**config.mk**
```make
export PLATFORM = sky130hd
export DESIGN_NAME = bounded_shift_list
export DESIGN_NICKNAME = d
export VERILOG_FILES = /design/src/sv/bsl_pkg.sv /design/src/sv/bounded_shift_list.sv
export SDC_FILE = /design/constraint.sdc
export NUM_CORES = 1
export LEC_CHECK = 0
export BUFFER_PORTS_ARGS = -buffer_cell sky130_fd_sc_hd__clkbuf_2
export CAP_MARGIN = 40
export CELL_PAD_IN_SITES_DETAIL_PLACEMENT = 0
export CELL_PAD_IN_SITES_GLOBAL_PLACEMENT = 1
export CORE_MARGIN = 1.5
export CORE_UTILIZATION = 49
export CTS_BUF_LIST = sky130_fd_sc_hd__clkbuf_8
export DETAILED_ROUTE_END_ITERATION = 8
export GPL_TIMING_DRIVEN = 0
export PLACE_DENSITY = 0.83
export SETUP_SLACK_MARGIN = 0.02
export SYNTH_ARGS = -nofsm -noshare
export SYNTH_HDL_FRONTEND = slang
export SYNTH_SLANG_ARGS = --single-unit
```
**constraint.sdc**
```tcl
create_clock -name clk -period 8.95 [get_ports clk]
set_input_delay 0.895 -clock clk [delete_from_list [all_inputs] [get_ports clk]]
set_output_delay 0.895 -clock clk [all_outputs]
set_load 0.03 [all_outputs]
```
**src/sv/bsl_pkg.sv**
```systemverilog
package bsl_pkg;

  localparam int DefCapacity = 8;

  // operation codes
  localparam logic [2:0] OP_APPEND    = 3'd0;
  localparam logic [2:0] OP_PREPEND   = 3'd1;
  localparam logic [2:0] OP_INSERT_AT = 3'd2;
  localparam logic [2:0] OP_DEL_LAST  = 3'd3;
  localparam logic [2:0] OP_DEL_FIRST = 3'd4;
  localparam logic [2:0] OP_DEL_AT    = 3'd5;
  localparam logic [2:0] OP_CLEAR     = 3'd6;
  localparam logic [2:0] OP_READ      = 3'd7;

  // status codes
  localparam logic [1:0] ST_OK     = 2'd0;
  localparam logic [1:0] ST_FULL   = 2'd1;
  localparam logic [1:0] ST_EMPTY  = 2'd2;
  localparam logic [1:0] ST_BADPOS = 2'd3;

  typedef struct packed {
    logic [2:0]         func;
    logic signed [31:0] item_value;
    logic [3:0]         position;
  } list_cmd_t;

  typedef struct packed {
    logic [1:0]         status;
    logic [3:0]         count_after;
    logic signed [31:0] read_value;
  } list_res_t;

endpackage

```
**src/sv/bounded_shift_list.sv**
```systemverilog
// Ordered list of up to CAPACITY signed 32-bit entries with a fill count.
// Command channel: drive cmd and pulse start; the item is taken at a rising
// edge where start is high and busy is low. busy stays low, so one item can
// be issued every cycle.
// Each item is latched into an input register, then one pass of logic
// shifts or loads every slot in parallel and fills the result register.
// The result appears on result with done high for exactly one cycle, after
// the item has passed the input and result registers. Items complete in issue
// order and the rate is one item per cycle, set by the single slot-update pass.
// Every item returns a status (ok, full, empty, bad position), the count
// after the operation, and the read value (zero unless a successful read).
// On any error the list is left unchanged.
// Reset (rst, synchronous, active high) empties the list and drops any
// item in flight; slot contents are not cleared and are never read before
// being written. There is no back-pressure: the receiver must take each
// result in the cycle it is shown.
module bounded_shift_list #(
  parameter int CAPACITY = bsl_pkg::DefCapacity
) (
  input  logic               clk,
  input  logic               rst,
  input  logic               start,
  output logic               busy,
  input  bsl_pkg::list_cmd_t cmd,
  output logic               done,
  output bsl_pkg::list_res_t result
);
  import bsl_pkg::*;

  localparam int CW   = $clog2(CAPACITY + 1);
  localparam int CMPW = (CW > 4) ? CW : 4;

  logic               cmd_valid;
  list_cmd_t          cmd_q;
  logic signed [31:0] slots [CAPACITY];
  logic signed [31:0] slots_next [CAPACITY];
  logic [CW-1:0]      count;
  logic [CW-1:0]      count_next;
  list_res_t          result_next;

  logic [CMPW-1:0]    cnt_x;
  logic [CMPW-1:0]    pos_x;
  logic [CMPW-1:0]    at_x;
  logic               full;
  logic               empty;
  logic               do_ins;
  logic               do_del;
  logic signed [31:0] rd;

  assign busy = 1'b0;

  always_ff @(posedge clk) begin
    if (rst) begin
      cmd_valid <= 1'b0;
    end else begin
      cmd_valid <= start && !busy;
    end
    if (start && !busy) begin
      cmd_q <= cmd;
    end
  end

  always_comb begin
    cnt_x       = CMPW'(count);
    pos_x       = CMPW'(cmd_q.position);
    full        = (count == CW'(CAPACITY));
    empty       = (count == '0);
    at_x        = '0;
    do_ins      = 1'b0;
    do_del      = 1'b0;
    count_next  = count;
    rd          = '0;
    result_next = '0;
    result_next.status = ST_OK;

    for (int k = 0; k < CAPACITY; k++) begin
      if (pos_x == CMPW'(k)) begin
        rd = slots[k];
      end
    end

    unique case (cmd_q.func)
      OP_APPEND, OP_PREPEND, OP_INSERT_AT: begin
        if (cmd_q.func == OP_APPEND) begin
          at_x = cnt_x;
        end else if (cmd_q.func == OP_INSERT_AT) begin
          at_x = pos_x;
        end
        if (full) begin
          result_next.status = ST_FULL;
        end else if (cmd_q.func == OP_INSERT_AT && pos_x > cnt_x) begin
          result_next.status = ST_BADPOS;
        end else begin
          do_ins     = 1'b1;
          count_next = count + CW'(1);
        end
      end
      OP_DEL_LAST: begin
        if (empty) begin
          result_next.status = ST_EMPTY;
        end else begin
          count_next = count - CW'(1);
        end
      end
      OP_DEL_FIRST, OP_DEL_AT: begin
        if (cmd_q.func == OP_DEL_AT) begin
          at_x = pos_x;
        end
        if (empty) begin
          result_next.status = ST_EMPTY;
        end else if (cmd_q.func == OP_DEL_AT && pos_x >= cnt_x) begin
          result_next.status = ST_BADPOS;
        end else begin
          do_del     = 1'b1;
          count_next = count - CW'(1);
        end
      end
      OP_CLEAR: begin
        count_next = '0;
      end
      default: begin
        if (pos_x >= cnt_x) begin
          result_next.status = ST_BADPOS;
        end else begin
          result_next.read_value = rd;
        end
      end
    endcase

    // each slot holds, takes a neighbor, or takes the new value
    for (int k = 0; k < CAPACITY; k++) begin
      slots_next[k] = slots[k];
      if (do_ins) begin
        if (CMPW'(k) == at_x) begin
          slots_next[k] = cmd_q.item_value;
        end else if (k > 0 && CMPW'(k) > at_x) begin
          slots_next[k] = slots[(k > 0) ? k - 1 : 0];
        end
      end else if (do_del) begin
        if (k < CAPACITY - 1 && CMPW'(k) >= at_x) begin
          slots_next[k] = slots[(k < CAPACITY - 1) ? k + 1 : k];
        end
      end
    end

    result_next.count_after = 4'(CMPW'(count_next));
  end

  always_ff @(posedge clk) begin
    if (rst) begin
      count <= '0;
      done  <= 1'b0;
    end else begin
      done <= cmd_valid;
      if (cmd_valid) begin
        count <= count_next;
      end
    end
    if (cmd_valid) begin
      slots  <= slots_next;
      result <= result_next;
    end
  end

  a_done_follows_cmd: assert property (@(posedge clk) disable iff (rst)
    cmd_valid |=> done)
    else $error("result strobe missing after item");

  a_count_bound: assert property (@(posedge clk) disable iff (rst)
    count <= CW'(CAPACITY))
    else $error("fill count above capacity");

  a_error_keeps_count: assert property (@(posedge clk) disable iff (rst)
    done && result.status != ST_OK |-> count == $past(count))
    else $error("list changed on error");

  a_error_no_data: assert property (@(posedge clk) disable iff (rst)
    done && result.status != ST_OK |-> result.read_value == '0)
    else $error("read value set on error");

  a_count_reported: assert property (@(posedge clk) disable iff (rst)
    done |-> result.count_after == 4'(CMPW'(count)))
    else $error("reported count differs from list count");

endmodule
```
# [Word-level counts from Yosys, hierarchy flattened]
# Cells that the tools add are included.
[word_totals] elab_cells=156 output_inout_bits=40 reg_bits=339 inputBits=42
[op_classes] muxes=67 order_cmp=16 add_sub_neg=2 n_eq_ne=28 n_reduce_logical=26
[op_table] operator="$mux 32" count=44
[op_table] operator="$mux 4" count=8
[op_table] operator="$reduce_and 4->1" count=7
[op_table] operator="$ne 3x1->1 const B" count=6
[op_table] operator="$reduce_bool 2->1" count=9
[op_table] operator="$eq 3x4->1 const A" count=4
[op_table] operator="$eq 4x3->1 const B" count=4
[op_table] operator="$gt 3x4->1 const A" count=4
[op_table] operator="$pmux 4 s4" count=1
[op_table] operator="$ge 3x4->1 const A" count=3
[op_table] operator="$logic_not 4->1" count=3
[op_table] operator="$mux 2" count=6
[op_table] operator="$eq 3x3->1 const B" count=3
[op_table] operator="$eq 2x4->1 const A" count=2
[op_table] operator="$eq 4x2->1 const B" count=2
[op_table] operator="$ge 1x4->1 const A" count=2
[op_table] operator="$ge 2x4->1 const A" count=2
[op_table] operator="$gt 2x4->1 const A" count=2
[op_table] operator="$pmux 2 s4" count=1
[op_table] operator="$pmux 4 s2" count=1
[op_table] operator="$reduce_or 8->1" count=1
[op_table] operator="$eq 3x2->1 const B" count=2
[op_table] operator="$mux 1" count=6
[op_table] operator="$add 4x1->4 const B" count=1
[op_table] operator="14 further kinds" count=15

# [Depth between registers and ports, before layout]
[depth] ltp_word=9 ltp_mapped=12 depth_no_buf=8

# [Least setup slack after synthesis]
# No wires, ideal clock.
[synth_path] path_kind="register -> register" startpoint="register count[3], in the netlist cnt_x[3]" endpoint="register slots[224] (netlist name) (enable)" path_stages_with_launch=10 path_buffers=1 required_time_ps=8489 arrival_time_ps=4296 slack_ps=4193 setup_ps=461 period_less_slack_ps=4757 cell_sequence="dfxtp_1 clkbuf_1 inv_1 ha_1 a21oi_1 and2_1 a211oi_1 o32ai_1 nand3_1 nor3_1"
[synth_via] elab_chain_len=7 elab_cells_between_ends=20 classes_between="order compare: 3; eq/ne: 2; mux: 8; reduce/logical: 7"
[synth_lines] element="start, declared" line_no="bounded_shift_list.sv:37" text="logic [CW-1:0] count;"
[synth_lines] element="start signal, assigned" line_no="bounded_shift_list.sv:156" text="count <= count_next;"
[synth_lines] element="$gt 4x4->1 / $ge 4x4->1 (equally long branches)" line_no="bounded_shift_list.sv:91, bounded_shift_list.sv:111"
[synth_lines] element="$logic_and 1x1->1 (on tied branches)" line_no="bounded_shift_list.sv:91, bounded_shift_list.sv:111"
[synth_lines] element="$mux 1 (on tied branches)" line_no="bounded_shift_list.sv:91, bounded_shift_list.sv:111"
[synth_lines] element="$mux 1 (on tied branches)" line_no="bounded_shift_list.sv:89, bounded_shift_list.sv:109"
[synth_lines] element="$mux 1" line_no="bounded_shift_list.sv:82" text="unique case (cmd_q.func)"
[synth_lines] element="$ne 2x1->1 (no source line) / $reduce_bool 2->1 (equally long branches)"
[synth_lines] element="$reduce_and 4->1 (no source line) *"
[synth_lines] element="end signal, assigned" line_no="bounded_shift_list.sv:160" text="slots <= slots_next;"
[synth_lines] element="end, declared" line_no="bounded_shift_list.sv:35" text="logic signed [31:0] slots [CAPACITY];"
# Mark *: on every way between the ends. The rest lies on a longest branch, timed or not.
# A chain may end at the register's enable or synchronous reset.

# [Final worst setup path]
[layout_path] startpoint="register count[3], in the netlist cnt_x[3]" endpoint="register slots[19] (netlist name) (enable)"
[layout_via] elab_chain_len=6 elab_cells_between_ends=12 classes_between="order compare: 2; eq/ne: 2; mux: 5; reduce/logical: 3"
[layout_lines] element="$gt 4x4->1" line_no="bounded_shift_list.sv:91" text="end else if (cmd_q.func == OP_INSERT_AT && pos_x > cnt_x) begin"
[layout_lines] element="$logic_and 1x1->1" line_no="bounded_shift_list.sv:91"
[layout_lines] element="$mux 1" line_no="bounded_shift_list.sv:91"
[layout_lines] element="$mux 1" line_no="bounded_shift_list.sv:89" text="if (full) begin"
[layout_lines] element="$mux 1" line_no="bounded_shift_list.sv:82"
[layout_lines] element="$reduce_and 3->1 (no source line) *"
# Marked as above.

==> impl_metrics.ini <==
[synthesis]
ys.flop_type = edfxtp_1
yosysTopAreaCell = edfxtp_1
synth_seq_cells = 339
synth_area_leaders = edfxtp_1, o211ai_1, nand2_1, nand3_1, mux2_2
synthMostInstantiatedCell = edfxtp_1
synth-edff-count = 333
yosysWarnings = 0
synth_top_cells_by_count = edfxtp_1, nand2_1, o211ai_1
async_flop_share = 0
syn_nets = 1644
synth.avg_cell_area_um2 = 10.9
yosysTopAreaCellShare = 0.573
ys_seq_area_frac = 0.580
netlist_instances = 1596
yosysUniqueCellTypes = 61
synthesis.area_mm2 = 0.0175

[sta]
rsz0062_at_grt = no
slew_viol_final = 0
tightestPinTransition_ns = 0.981
period_needed_ns = 4.10
tns_ns = 0
skew_ns = 0.0260
fmax_mhz = 244
setup_ws_ns = 4.85
fin_crit_sh = 0.458
slew_headroom = 0.343
setup_viol_count_final = 0
finalHoldViolations = 0

[global_route]
grt_pass1_wl_um = 91800
grt_start_max_net_pins = 28
grt_pass1_vias = 14600
grt.total_usage = 0.347
overflow = 0
antenna_found_initial = 0

[clocking]
cts_max_level = 2
root_buffer = clkbuf_8
clk_path_buf_depth = 3
clock_sinks = 339
path_clk_slew_ns = 0.06
post_cts_buffers = 0
cts_tree = done
hold_buffers = 0
worstSkewPairLatency_ns = 0.67
numCtsBuffers = 56
cts_resized = 0

[drt]
vias = 15000
drt_iter0_markers = 2230
finalWirelength_um = 63400
routed_via_density = 6.69
routedWlPerCell_um = 28.2
drc = 0
drtAntennaViolNets = 0
drtPass1Iterations = 6

[worst_setup_path]
critPathKind = register to register
r2r_end = slots[19]
critPathLaunchType = register
cp-endpoint = slots[19]
cp.required_ns = 9.30
r2r-start = cnt_x[3]
rr_worst_depth = 9
crit_start = cnt_x[3]
path_max_fanout = 21
critPathArrivalTime_ns = 4.45
r2r_setup_slack_ns = 4.85
critPathCaptureType = register

[placed_design]
post-dp-hpwl_um = 41100
pre_cts_slack_ns = 4.94
placed_cells = 2150
placed_area_mm2 = 0.0188
portBuffers = 80
finalWeightedCongestion = 0.949

[power]
pwr_density_cell_mw_per_mm2 = 197
power_leakage_nw = 6.87
ir_drop_mv = 0.122
p_total_mw = 3.91

[die]
die_area_mm2 = 0.0368
start_util = 0.502
core_area_mm2 = 0.0348
die_w_um = 192
die_height_um = 192
io_pins = 82
num_rows = 68

[cells_and_area]
final_cells = 2248
post-route-cell-area_mm2 = 0.0198
n_antenna_cell = 0
drive_above_1_share = 0.166
final_nets = 1801
fillCellCount = 3042
areaGrowthSynthToFinish_pct = 13.7

[outcome]
outcome = finished, final reports clean

[run]
drv_cap = 0

[min_path]
min-delay-path-class = input pin to register
-- routing by layer --
layer  track usage  vias up  wire [um]
li1              -     6425          -
met1         0.463     7235      24100
met2         0.532     1166      28500
met3        0.0782      222       7800
met4         0.177        0       2960
met5             0        -          0
-- worst min path at each step --
stage,from,to,slack (ns),cells past startpoint
final,cmd[31],cmd_q[31],0.40,1
after global routing,cmd[31],cmd_q[31],0.41,1
after CTS,cmd[30],cmd_q[30],0.38,1
after detailed placement,slots[207],slots[239],0.56,2
after global placement,slots[30],slots[62],0.56,2
after floorplan,slots[31],slots[63],0.54,2
-- report_power, final --
group	leakage [nW]	internal (mW)	total [mW]	switching (mW)
sequential	3.12	1.86	1.91	0.0539
combinational	3.15	0.197	0.667	0.470
clock	0.593	0.674	1.34	0.663
-- sequential cells by signal (all words and copies together) (netlist names) --
name	cells
result	38
slots	256
done	1
cmd_q	35
pos_x	4
cnt_x	4
cmd_valid	1
-- placed cells by master (no fill, tap or decap), types with 10 or more instances in the layout --
cell type / n
o21ai_0: 60
clkinv_1: 13
a211oi_1: 10
clkbuf_2: 80
a21oi_1: 11
mux2_1: 13
buf_2: 49
nor3_1: 30
o21ai_1: 38
nand2_1: 323
edfxtp_1: 333
clkbuf_1: 69
o211ai_1: 180
mux2i_1: 42
nand3_1: 171
clkbuf_8: 57
o22ai_1: 17
a22oi_1: 26
nor2_1: 35
a221oi_1: 23
inv_1: 24
mux2_2: 42
nor2b_1: 10
-- stage by stage --
step	hold slack, ns	util
3_3_place_gp	0.561	0.529
6_report	0.403	0.570
2_1_floorplan	0.540	-
3_5_place_dp	0.565	0.541
4_1_cts	0.381	0.570
5_1_grt	0.407	0.570
-- critical path, stage by stage, from the launching register on --
cell      delay (ns)
dfxtp_1         0.38
clkbuf_1        0.36
inv_1           0.15
ha_1            0.33
o211ai_1        0.19
a21oi_1         0.23
nor2_1          0.80
buf_2           0.45
and3_2          0.57
buf_12          0.29
-- area by class of cell --
class                           count  area, um2  area share
Timing Repair Buffer               99        733      0.0370
Sequential cell                   339      10100       0.510
Inverter                            9       33.8     0.00170
Buffer                            137        681      0.0343
Tap cell                          455        569      0.0287
Clock inverter                     41        244      0.0123
Multi-Input combinational cell   1111       6670       0.336
Clock buffer                       57        785      0.0395
-- cell families (layout without fill, tap and decap cells) --
logic type               count (synthesis)  count (layout)  share of synthesized area
buffers and inverters                  146             343                     0.0409
AO/OA/AOI/OAI                          402             402                      0.161
multiplexers                            97              97                     0.0596
flip-flops                             339             339                      0.580
adder cells (fa/ha/maj)                  6               6                    0.00430
AND/OR/NAND/NOR                        605             605                      0.154
other                                    1               1                   0.000215
Power figures use the tool's default switching activity.
